===== src/sv/pwcd_pkg.sv =====
// Shared types, constants and helpers for the pulse width code decoder.
`timescale 1ns / 1ps

package pwcd_pkg;

  // Configuration register widths.
  localparam int unsigned TimeW    = 16;
  localparam int unsigned CountW   = 7;
  localparam int unsigned DurW     = 20;
  // Compare width: wide enough for 47 * 65535.
  localparam int unsigned CmpW     = 22;
  localparam int unsigned CfgIdxW  = 2;

  // Configuration register indexes.
  localparam logic [CfgIdxW-1:0] RegShort   = 2'd0;
  localparam logic [CfgIdxW-1:0] RegLong    = 2'd1;
  localparam logic [CfgIdxW-1:0] RegTol     = 2'd2;
  localparam logic [CfgIdxW-1:0] RegMinBits = 2'd3;

  // Reset values of the configuration registers.
  localparam logic [TimeW-1:0]  ShortTimeRst = 16'd350;
  localparam logic [TimeW-1:0]  LongTimeRst  = 16'd700;
  localparam logic [TimeW-1:0]  ToleranceRst = 16'd100;
  localparam logic [CountW-1:0] MinBitsRst   = 7'd24;

  // Fixed multiples used by the matching windows.
  localparam int unsigned PreambleUnits = 47;
  localparam int unsigned GapUnits      = 10;
  localparam int unsigned LongTolUnits  = 3;

  localparam int unsigned CodeWidthDef  = 64;
  localparam logic [CountW-1:0] CountMax = {CountW{1'b1}};

  // Register values plus the products derived from them.
  typedef struct packed {
    logic [TimeW-1:0]  short_time;
    logic [TimeW-1:0]  long_time;
    logic [TimeW-1:0]  tolerance;
    logic [CmpW-1:0]   tol3;      // 3 * tolerance
    logic [CmpW-1:0]   pre_nom;   // 47 * short_time
    logic [CmpW-1:0]   pre_win;   // 47 * tolerance
    logic [CmpW-1:0]   end_thr;   // 10 * short_time + tolerance
    logic [CountW-1:0] min_bits;
  } pwcd_cfg_t;

  // True when |d - nominal| < window.
  function automatic logic near(logic [CmpW-1:0] d, logic [CmpW-1:0] nominal,
                                logic [CmpW-1:0] window);
    logic [CmpW-1:0] diff;
    diff = (d > nominal) ? (d - nominal) : (nominal - d);
    return diff < window;
  endfunction

endpackage


===== src/sv/pwcd_cfg.sv =====
// Configuration registers and the products derived from them.
`timescale 1ns / 1ps

module pwcd_cfg (
  input  logic                              clk_i,
  input  logic                              rst_ni,
  input  logic                              cfg_we_i,
  input  logic [pwcd_pkg::CfgIdxW-1:0]      cfg_idx_i,
  input  logic [pwcd_pkg::TimeW-1:0]        cfg_data_i,
  output pwcd_pkg::pwcd_cfg_t               cfg_o
);
  import pwcd_pkg::*;

  localparam logic [CmpW-1:0] Tol3Rst   = CmpW'(LongTolUnits * ToleranceRst);
  localparam logic [CmpW-1:0] PreNomRst = CmpW'(PreambleUnits * ShortTimeRst);
  localparam logic [CmpW-1:0] PreWinRst = CmpW'(PreambleUnits * ToleranceRst);
  localparam logic [CmpW-1:0] EndThrRst =
      CmpW'(GapUnits * ShortTimeRst + ToleranceRst);

  pwcd_cfg_t cfg_q, cfg_d;
  logic [CmpW-1:0] data_ext;

  assign data_ext = CmpW'(cfg_data_i);

  // Recompute the derived products together with the written register.
  always_comb begin
    cfg_d = cfg_q;
    if (cfg_we_i) begin
      unique case (cfg_idx_i)
        RegShort: begin
          cfg_d.short_time = cfg_data_i;
          cfg_d.pre_nom    = CmpW'(data_ext * CmpW'(PreambleUnits));
          cfg_d.end_thr    = CmpW'(data_ext * CmpW'(GapUnits))
                             + CmpW'(cfg_q.tolerance);
        end
        RegLong: begin
          cfg_d.long_time = cfg_data_i;
        end
        RegTol: begin
          cfg_d.tolerance = cfg_data_i;
          cfg_d.tol3      = CmpW'(data_ext * CmpW'(LongTolUnits));
          cfg_d.pre_win   = CmpW'(data_ext * CmpW'(PreambleUnits));
          cfg_d.end_thr   = CmpW'(CmpW'(cfg_q.short_time) * CmpW'(GapUnits))
                            + data_ext;
        end
        RegMinBits: begin
          cfg_d.min_bits = cfg_data_i[CountW-1:0];
        end
        default: begin
          cfg_d = cfg_q;
        end
      endcase
    end
  end

  always_ff @(posedge clk_i or negedge rst_ni) begin
    if (!rst_ni) begin
      cfg_q.short_time <= ShortTimeRst;
      cfg_q.long_time  <= LongTimeRst;
      cfg_q.tolerance  <= ToleranceRst;
      cfg_q.tol3       <= Tol3Rst;
      cfg_q.pre_nom    <= PreNomRst;
      cfg_q.pre_win    <= PreWinRst;
      cfg_q.end_thr    <= EndThrRst;
      cfg_q.min_bits   <= MinBitsRst;
    end else begin
      cfg_q <= cfg_d;
    end
  end

  assign cfg_o = cfg_q;

endmodule


===== src/sv/pulse_width_code_decoder_top.sv =====
// Top level of the pulse width code decoder.
`timescale 1ns / 1ps

// Pulse width code decoder. Each request on the slave stream is one radio
// level segment (level bit and duration in microseconds); the block hunts
// for a long low preamble, then a long high start pulse, then decodes pairs
// of low/high segments (short-long is a 0, long-short is a 1) into a
// CODE_WIDTH bit shift register, newest bit in bit 0. A long low gap closes
// the frame and, when at least min_bits bits arrived, one request carrying
// the code and the saturated bit count goes out on the master stream.
// A segment is taken into an input register, decoded by one level of
// compare logic and its result lands in an output register; one segment
// is accepted every clock while results are taken, so the rate is one
// segment per cycle, and a result is valid once its segment has moved
// on into the output register. A result held by the sink stalls the
// segment stream once the input register is also occupied.
// Configuration writes take effect at the next edge and belong in idle time.

module pulse_width_code_decoder_top #(
  parameter int unsigned CODE_WIDTH = pwcd_pkg::CodeWidthDef,
  localparam int unsigned OutW = ((CODE_WIDTH + pwcd_pkg::CountW + 7) / 8) * 8
) (
  input  logic                          clk_i,
  input  logic                          rst_ni,
  // Segment stream.
  input  logic                          s_axis_tvalid,
  output logic                          s_axis_tready,
  input  logic [23:0]                   s_axis_tdata,  // level[0], duration[20:1], zero pad
  // Code stream.
  output logic                          m_axis_tvalid,
  input  logic                          m_axis_tready,
  output logic [OutW-1:0]               m_axis_tdata,  // code, bit_count, zero pad
  // Configuration writes.
  input  logic                          cfg_we_i,
  input  logic [pwcd_pkg::CfgIdxW-1:0]  cfg_idx_i,
  input  logic [pwcd_pkg::TimeW-1:0]    cfg_data_i
);
  import pwcd_pkg::*;

  // Decoder phases.
  localparam logic [1:0] PhPreamble = 2'd0;
  localparam logic [1:0] PhStart    = 2'd1;
  localparam logic [1:0] PhLow      = 2'd2;
  localparam logic [1:0] PhHigh     = 2'd3;

  pwcd_cfg_t cfg;

  pwcd_cfg u_cfg (
    .clk_i      (clk_i),
    .rst_ni     (rst_ni),
    .cfg_we_i   (cfg_we_i),
    .cfg_idx_i  (cfg_idx_i),
    .cfg_data_i (cfg_data_i),
    .cfg_o      (cfg)
  );

  // Input register.
  logic              in_vld_q;
  logic              lvl_q;
  logic [DurW-1:0]   dur_q;

  // Decoder state.
  logic [1:0]             phase_q, phase_d;
  logic [CODE_WIDTH-1:0]  shift_q, shift_d;
  logic [CountW-1:0]      seen_q, seen_d;
  logic [DurW-1:0]        low_q, low_d;

  // Output register.
  logic                   out_vld_q;
  logic [CODE_WIDTH-1:0]  code_q;
  logic [CountW-1:0]      cnt_q;

  logic step;      // the held segment is decoded at this edge
  logic emit;      // the decoded segment closes a reportable frame
  logic push;
  logic push_bit;

  logic [CmpW-1:0] d_ext, lo_ext, st_ext, lt_ext, tol_ext;
  logic pre_ok, start_ok, gap, lo_short, lo_long, d_short, d_long;

  assign step          = in_vld_q && (!out_vld_q || m_axis_tready);
  assign s_axis_tready = !in_vld_q || step;

  assign d_ext   = CmpW'(dur_q);
  assign lo_ext  = CmpW'(low_q);
  assign st_ext  = CmpW'(cfg.short_time);
  assign lt_ext  = CmpW'(cfg.long_time);
  assign tol_ext = CmpW'(cfg.tolerance);

  assign pre_ok   = !lvl_q && near(d_ext, cfg.pre_nom, cfg.pre_win);
  assign start_ok = lvl_q && near(d_ext, lt_ext, cfg.tol3);
  assign gap      = d_ext >= cfg.end_thr;
  assign lo_short = near(lo_ext, st_ext, tol_ext);
  assign lo_long  = near(lo_ext, lt_ext, cfg.tol3);
  assign d_short  = near(d_ext, st_ext, tol_ext);
  assign d_long   = near(d_ext, lt_ext, cfg.tol3);

  // Next state for the held segment.
  always_comb begin
    phase_d  = phase_q;
    shift_d  = shift_q;
    seen_d   = seen_q;
    low_d    = low_q;
    emit     = 1'b0;
    push     = 1'b0;
    push_bit = 1'b0;
    unique case (phase_q)
      PhPreamble: begin
        if (pre_ok) begin
          phase_d = PhStart;
        end
      end
      PhStart: begin
        // A miss here drops back without re-examining the segment.
        if (start_ok) begin
          phase_d = PhLow;
          shift_d = '0;
          seen_d  = '0;
        end else begin
          phase_d = PhPreamble;
        end
      end
      PhLow: begin
        // High segments are ignored while waiting for the low half.
        if (!lvl_q) begin
          if (gap) begin
            phase_d = PhStart;
            emit    = seen_q >= cfg.min_bits;
            shift_d = '0;
            seen_d  = '0;
          end else begin
            low_d   = dur_q;
            phase_d = PhHigh;
          end
        end
      end
      PhHigh: begin
        priority if (lvl_q && lo_short && d_long) begin
          push     = 1'b1;
          push_bit = 1'b0;
          phase_d  = PhLow;
        end else if (lvl_q && lo_long && d_short) begin
          push     = 1'b1;
          push_bit = 1'b1;
          phase_d  = PhLow;
        end else begin
          phase_d = PhPreamble;
        end
      end
      default: begin
        phase_d = PhPreamble;
      end
    endcase
    if (push) begin
      shift_d = {shift_q[CODE_WIDTH-2:0], push_bit};
      // Saturate the count; the register keeps shifting.
      if (seen_q != CountMax) begin
        seen_d = seen_q + CountW'(1);
      end
    end
  end

  // Input register: take a segment whenever the slot frees up.
  always_ff @(posedge clk_i or negedge rst_ni) begin
    if (!rst_ni) begin
      in_vld_q <= 1'b0;
    end else if (s_axis_tready) begin
      in_vld_q <= s_axis_tvalid;
    end
  end

  always_ff @(posedge clk_i) begin
    if (s_axis_tready && s_axis_tvalid) begin
      lvl_q <= s_axis_tdata[0];
      dur_q <= s_axis_tdata[DurW:1];
    end
  end

  // Decoder state advances once per decoded segment.
  always_ff @(posedge clk_i or negedge rst_ni) begin
    if (!rst_ni) begin
      phase_q <= PhPreamble;
      shift_q <= '0;
      seen_q  <= '0;
      low_q   <= '0;
    end else if (step) begin
      phase_q <= phase_d;
      shift_q <= shift_d;
      seen_q  <= seen_d;
      low_q   <= low_d;
    end
  end

  // Output register: hold the result until the sink takes it.
  always_ff @(posedge clk_i or negedge rst_ni) begin
    if (!rst_ni) begin
      out_vld_q <= 1'b0;
    end else if (step) begin
      out_vld_q <= emit;
    end else if (m_axis_tready) begin
      out_vld_q <= 1'b0;
    end
  end

  always_ff @(posedge clk_i) begin
    if (step && emit) begin
      code_q <= shift_q;
      cnt_q  <= seen_q;
    end
  end

  assign m_axis_tvalid = out_vld_q;
  assign m_axis_tdata  = OutW'({cnt_q, code_q});

endmodule


===== config.mk =====
export PLATFORM = sky130hd
export DESIGN_NAME = pulse_width_code_decoder_top
export DESIGN_NICKNAME = d
export VERILOG_FILES = /design/src/sv/pwcd_pkg.sv /design/src/sv/pwcd_cfg.sv /design/src/sv/pulse_width_code_decoder_top.sv
export SDC_FILE = /design/constraint.sdc
export NUM_CORES = 1
export LEC_CHECK = 0
export ABC_AREA = 1
export BUFFER_PORTS_ARGS = -buffer_cell sky130_fd_sc_hd__clkbuf_2
export CAP_MARGIN = 5
export CORE_UTILIZATION = 55
export DETAILED_ROUTE_END_ITERATION = 7
export GPL_TIMING_DRIVEN = 0
export PLACE_DENSITY_LB_ADDON = 0.1
export SYNTH_ARGS = -nofsm -noshare
export SYNTH_HDL_FRONTEND = slang
export SYNTH_SLANG_ARGS = --single-unit

===== constraint.sdc =====
create_clock -name clk_i -period 5.29 [get_ports clk_i]
set_clock_uncertainty 0.2 [all_clocks]
set_input_delay 0.529 -clock clk_i [delete_from_list [all_inputs] [get_ports clk_i]]
set_output_delay 0.529 -clock clk_i [all_outputs]
set_load 0.005 [all_outputs]

==> flow_summary.yaml <==
run:
  cap_violations: 0
clocking:
  cts-htree-levels: 2
  root_buffer: "clkbuf_16"
  cts_tree: "done"
  max-clock-path-buffers: 3
  clkLatencyLatePin_ns: 0.59
  cts_sinks: 321
  clk_pin_slew_ns: 0.06
  cts_buffers: 39
grt:
  top_usage_layer: "met2"
  gr-usage-met1: 0.542
  grt_pass1_vias: 27699
  antenna_found_initial: 1
  grtUsageMet3: 0.0729
  grt_overflow: 0
  grt_usage: 0.400
  grt_pass1_wl_mm: 167
  grt_max_degree: 103
  use_met2: 0.607
synth:
  synth.avg_cell_area_um2: 7.48
  synth_cell_types: 58
  ys_seq_area_frac: 0.282
  yosys.area.top_type: "ha_1"
  syn_inst: 4044
  yosysTopAreaCellShare: 0.170
  synth_edf_count: 92
  synth-async-reset-ratio: 0.713
  synth_area_mm2: 0.0303
  ys.flop_type: "dfrtp_1"
  synth_area_leaders: "ha_1 17%, dfrtp_1 16%, nand2_1 11%"
  syn_nets: 4560
  ys_ff_latch: 321
  yosys_warnings: 0
pwr:
  power.total_mw: 14.6
  p_per_area_mw_per_mm2: 415
  worst_ir_drop_vdd_uv: 492
  leakagePower_nw: 17.1
floorplan:
  start_util: 0.559
  core_mm2: 0.0541
  std_cell_rows: 85
  fp.dieW_um: 237
  dieArea_mm2: 0.0560
  die_y_um: 237
  ioPinCount: 121
worst_hold_path:
  hold_path.class: "in -> reg"
  hold_end: "m_axis_tvalid"
  min_delay_path_depth: 4
  hp-start: "m_axis_tready"
worst_setup_path:
  crit_arrival_ns: 5.48
  cp-start-kind: "register"
  rrSetupSlack_ns: 0.05
  worstSetupEndpointType: "register"
  rr_startpoint: "u_cfg.cfg_o[120]"
  cp_slowest_cell: "dfstp_2"
  critical_path.top_delay_family: "simple AND/OR/NAND/NOR gates"
  critPathMostFrequentCell: "nand3_1"
  setup.worst_path.class: "reg -> reg"
  cp_max_fo: 10
  r2r_cells: 30
  reg2reg_to: "shift_q[33]"
  slowest_delay_ns: 0.65
  required_ns: 5.53
  critPathBufInv: 7
routing:
  routedWlPerCell_um: 22.2
  num_vias: 29378
  drt_wl_total_mm: 113
  drtIter0Drc: 3272
  ant_nets: 0
  first_pass_iters: 6
  vias_per_cell: 5.79
  drc: 0
timing:
  worst_pin_slew_ns: 1.23
  finalCriticalPeriod_ns: 5.24
  period_share: 0.990
  max_freq_mhz: 191
  setup_violations: 0
  relSlewSlack: 0.175
  slew_viol_final: 0
  hold_violations: 0
  hold_ws_ns: 0.0553
  fin_ws_ns: 0.0539
placed_design:
  post-place-ws_ns: -0.785
  portBuffers: 116
  gp_congestion: 1.05
  dp.final_hpwl_mm: 88.0
layout:
  area_growth_syn_to_layout_pct: 16.4
  fin_nets: 4865
  drive_above_1_share: 0.146
  fill_cells: 4959
status:
  status: "finished clean"
[power by group]
| group | leakage (nW) | internal (mW) | switching [mW] |
|---|---|---|---|
| registers | 3.51 | 2.93 | 0.347 |
| logic | 12.9 | 3.06 | 5.39 |
| clock network | 0.683 | 1.76 | 1.14 |
[area by class of cell]
| type | instances | area, um^2 | share of cell area |
|---|---|---|---|
| Timing Repair Buffer | 267 | 1900 | 0.0540 |
| Multi-Input combinational cell | 2957 | 19400 | 0.550 |
| Sequential cell | 321 | 8560 | 0.243 |
| Antenna cell | 2 | 5.00 | 0.000142 |
| Tap cell | 696 | 871 | 0.0247 |
| Clock buffer | 44 | 1030 | 0.0294 |
| Buffer | 73 | 494 | 0.0140 |
| Clock inverter | 26 | 338 | 0.00959 |
| Inverter | 690 | 2650 | 0.0753 |
[worst register-to-register path: cells and delay by family, from the launching register on]
family / cells / cell delay (ns)
adders and majority gates: 2 / 0.65
AOI/OAI and AO/OA: 3 / 0.44
xor gates and xnor gates: 1 / 0.33
and+or+nand+nor: 17 / 1.94
buffers and inverters: 7 / 0.88
DFF: 1 / 0.65
[layer usage]
layer	share of wire	up-vias
li1	-	13934
met1	0.42	13771
met2	0.42	1384
met3	0.094	287
met4	0.061	2
met5	0.00012	-
[through the flow]
step	area [um^2]	TNS, ns	util	std cells
after floorplan	30300	0	-	4044
after global placement	31700	-354.85	0.586	4856
after detailed placement	31800	-53.92	0.587	4858
after CTS	34200	0	0.631	5012
after global routing	35200	-5.15	0.650	5074
final	35200	0	0.651	5076
[synthesized netlist by cell type (10+ instances only)]
cell type / count
nor2_2: 22
clkbuf_1: 43
o21ai_2: 32
a21oi_1: 347
o21a_1: 13
dfstp_2: 34
nand3_1: 216
nand2_2: 14
nand2_1: 882
nor3_1: 23
xnor2_1: 65
a21boi_0: 11
o21bai_1: 29
dfrtp_1: 195
a31oi_1: 25
nor2_1: 212
fa_1: 57
nand4_1: 40
ha_1: 412
o21ai_1: 37
o21ai_0: 318
mux2i_1: 14
buf_6: 13
edfxtp_1: 92
inv_2: 13
xor2_1: 73
o31ai_1: 10
a21o_1: 13
inv_1: 675
[timing repair]
action                                  CTS  global route
hold buffers                             22             0
setup buffers                            65            61
pin swaps                                 5            32
resized for setup                        83           170
endpoints found under the setup margin   73            73
cloned                                    0             1
endpoints found under the hold margin    73             0
[flip-flops by register name, indices dropped and copies added, names as in the netlist, 2 cells and up]
| register | count |
|---|---|
| u_cfg.cfg_o | 134 |
| code_q | 64 |
| shift_q | 64 |
| dur_q | 20 |
| low_q | 20 |
| cnt_q | 7 |
| seen_q | 7 |
| phase_q | 2 |
[how the worst max path moves through the flow]
stage,startpoint,end,slack (ns),depth (start not counted)
global placement,rst_ni,shift_q[25],-1.57,1
finish,u_cfg.cfg_o[120],shift_q[33],0.05,30
CTS,u_cfg.cfg_o[139],shift_q[32],0.0002,31
detailed placement,u_cfg.cfg_o[112],shift_q[33],-0.78,29
global route,u_cfg.cfg_o[120],shift_q[33],-0.13,30
floorplan,u_cfg.cfg_o[128],shift_q[5],0.84,30
[cells by family after synthesis]
| kind of cell | Yosys count | share of synthesized area |
|---|---|---|
| AOI/OAI and AO/OA | 879 | 0.161 |
| xor gates and xnor gates | 138 | 0.0399 |
| adders and majority gates | 469 | 0.208 |
| buffers and inverters | 766 | 0.0991 |
| DFF | 321 | 0.282 |
| muxes | 14 | 0.00463 |
| other | 1 | 0.000124 |
| and+or+nand+nor | 1456 | 0.205 |
[layout by cell type, fill, tap and decap left out, types with 24 or more instances in the layout]
master and instances:
buf_4 129, xnor2_1 61, nand3_1 210, o21ai_2 39, o21ai_0 296, o21ai_1 52, inv_1 654, fa_1 57
dfstp_2 33, nor2_1 203, clkbuf_2 119, o21bai_1 29, nand2_2 27, xor2_1 72, clkbuf_1 32, nand4_1 40
ha_2 25, a21oi_1 335, dfrtp_1 177, clkbuf_16 40, nand2_1 868, edfxtp_1 92, nor2_2 24, ha_1 369
(Power assumes the default switching activity.)
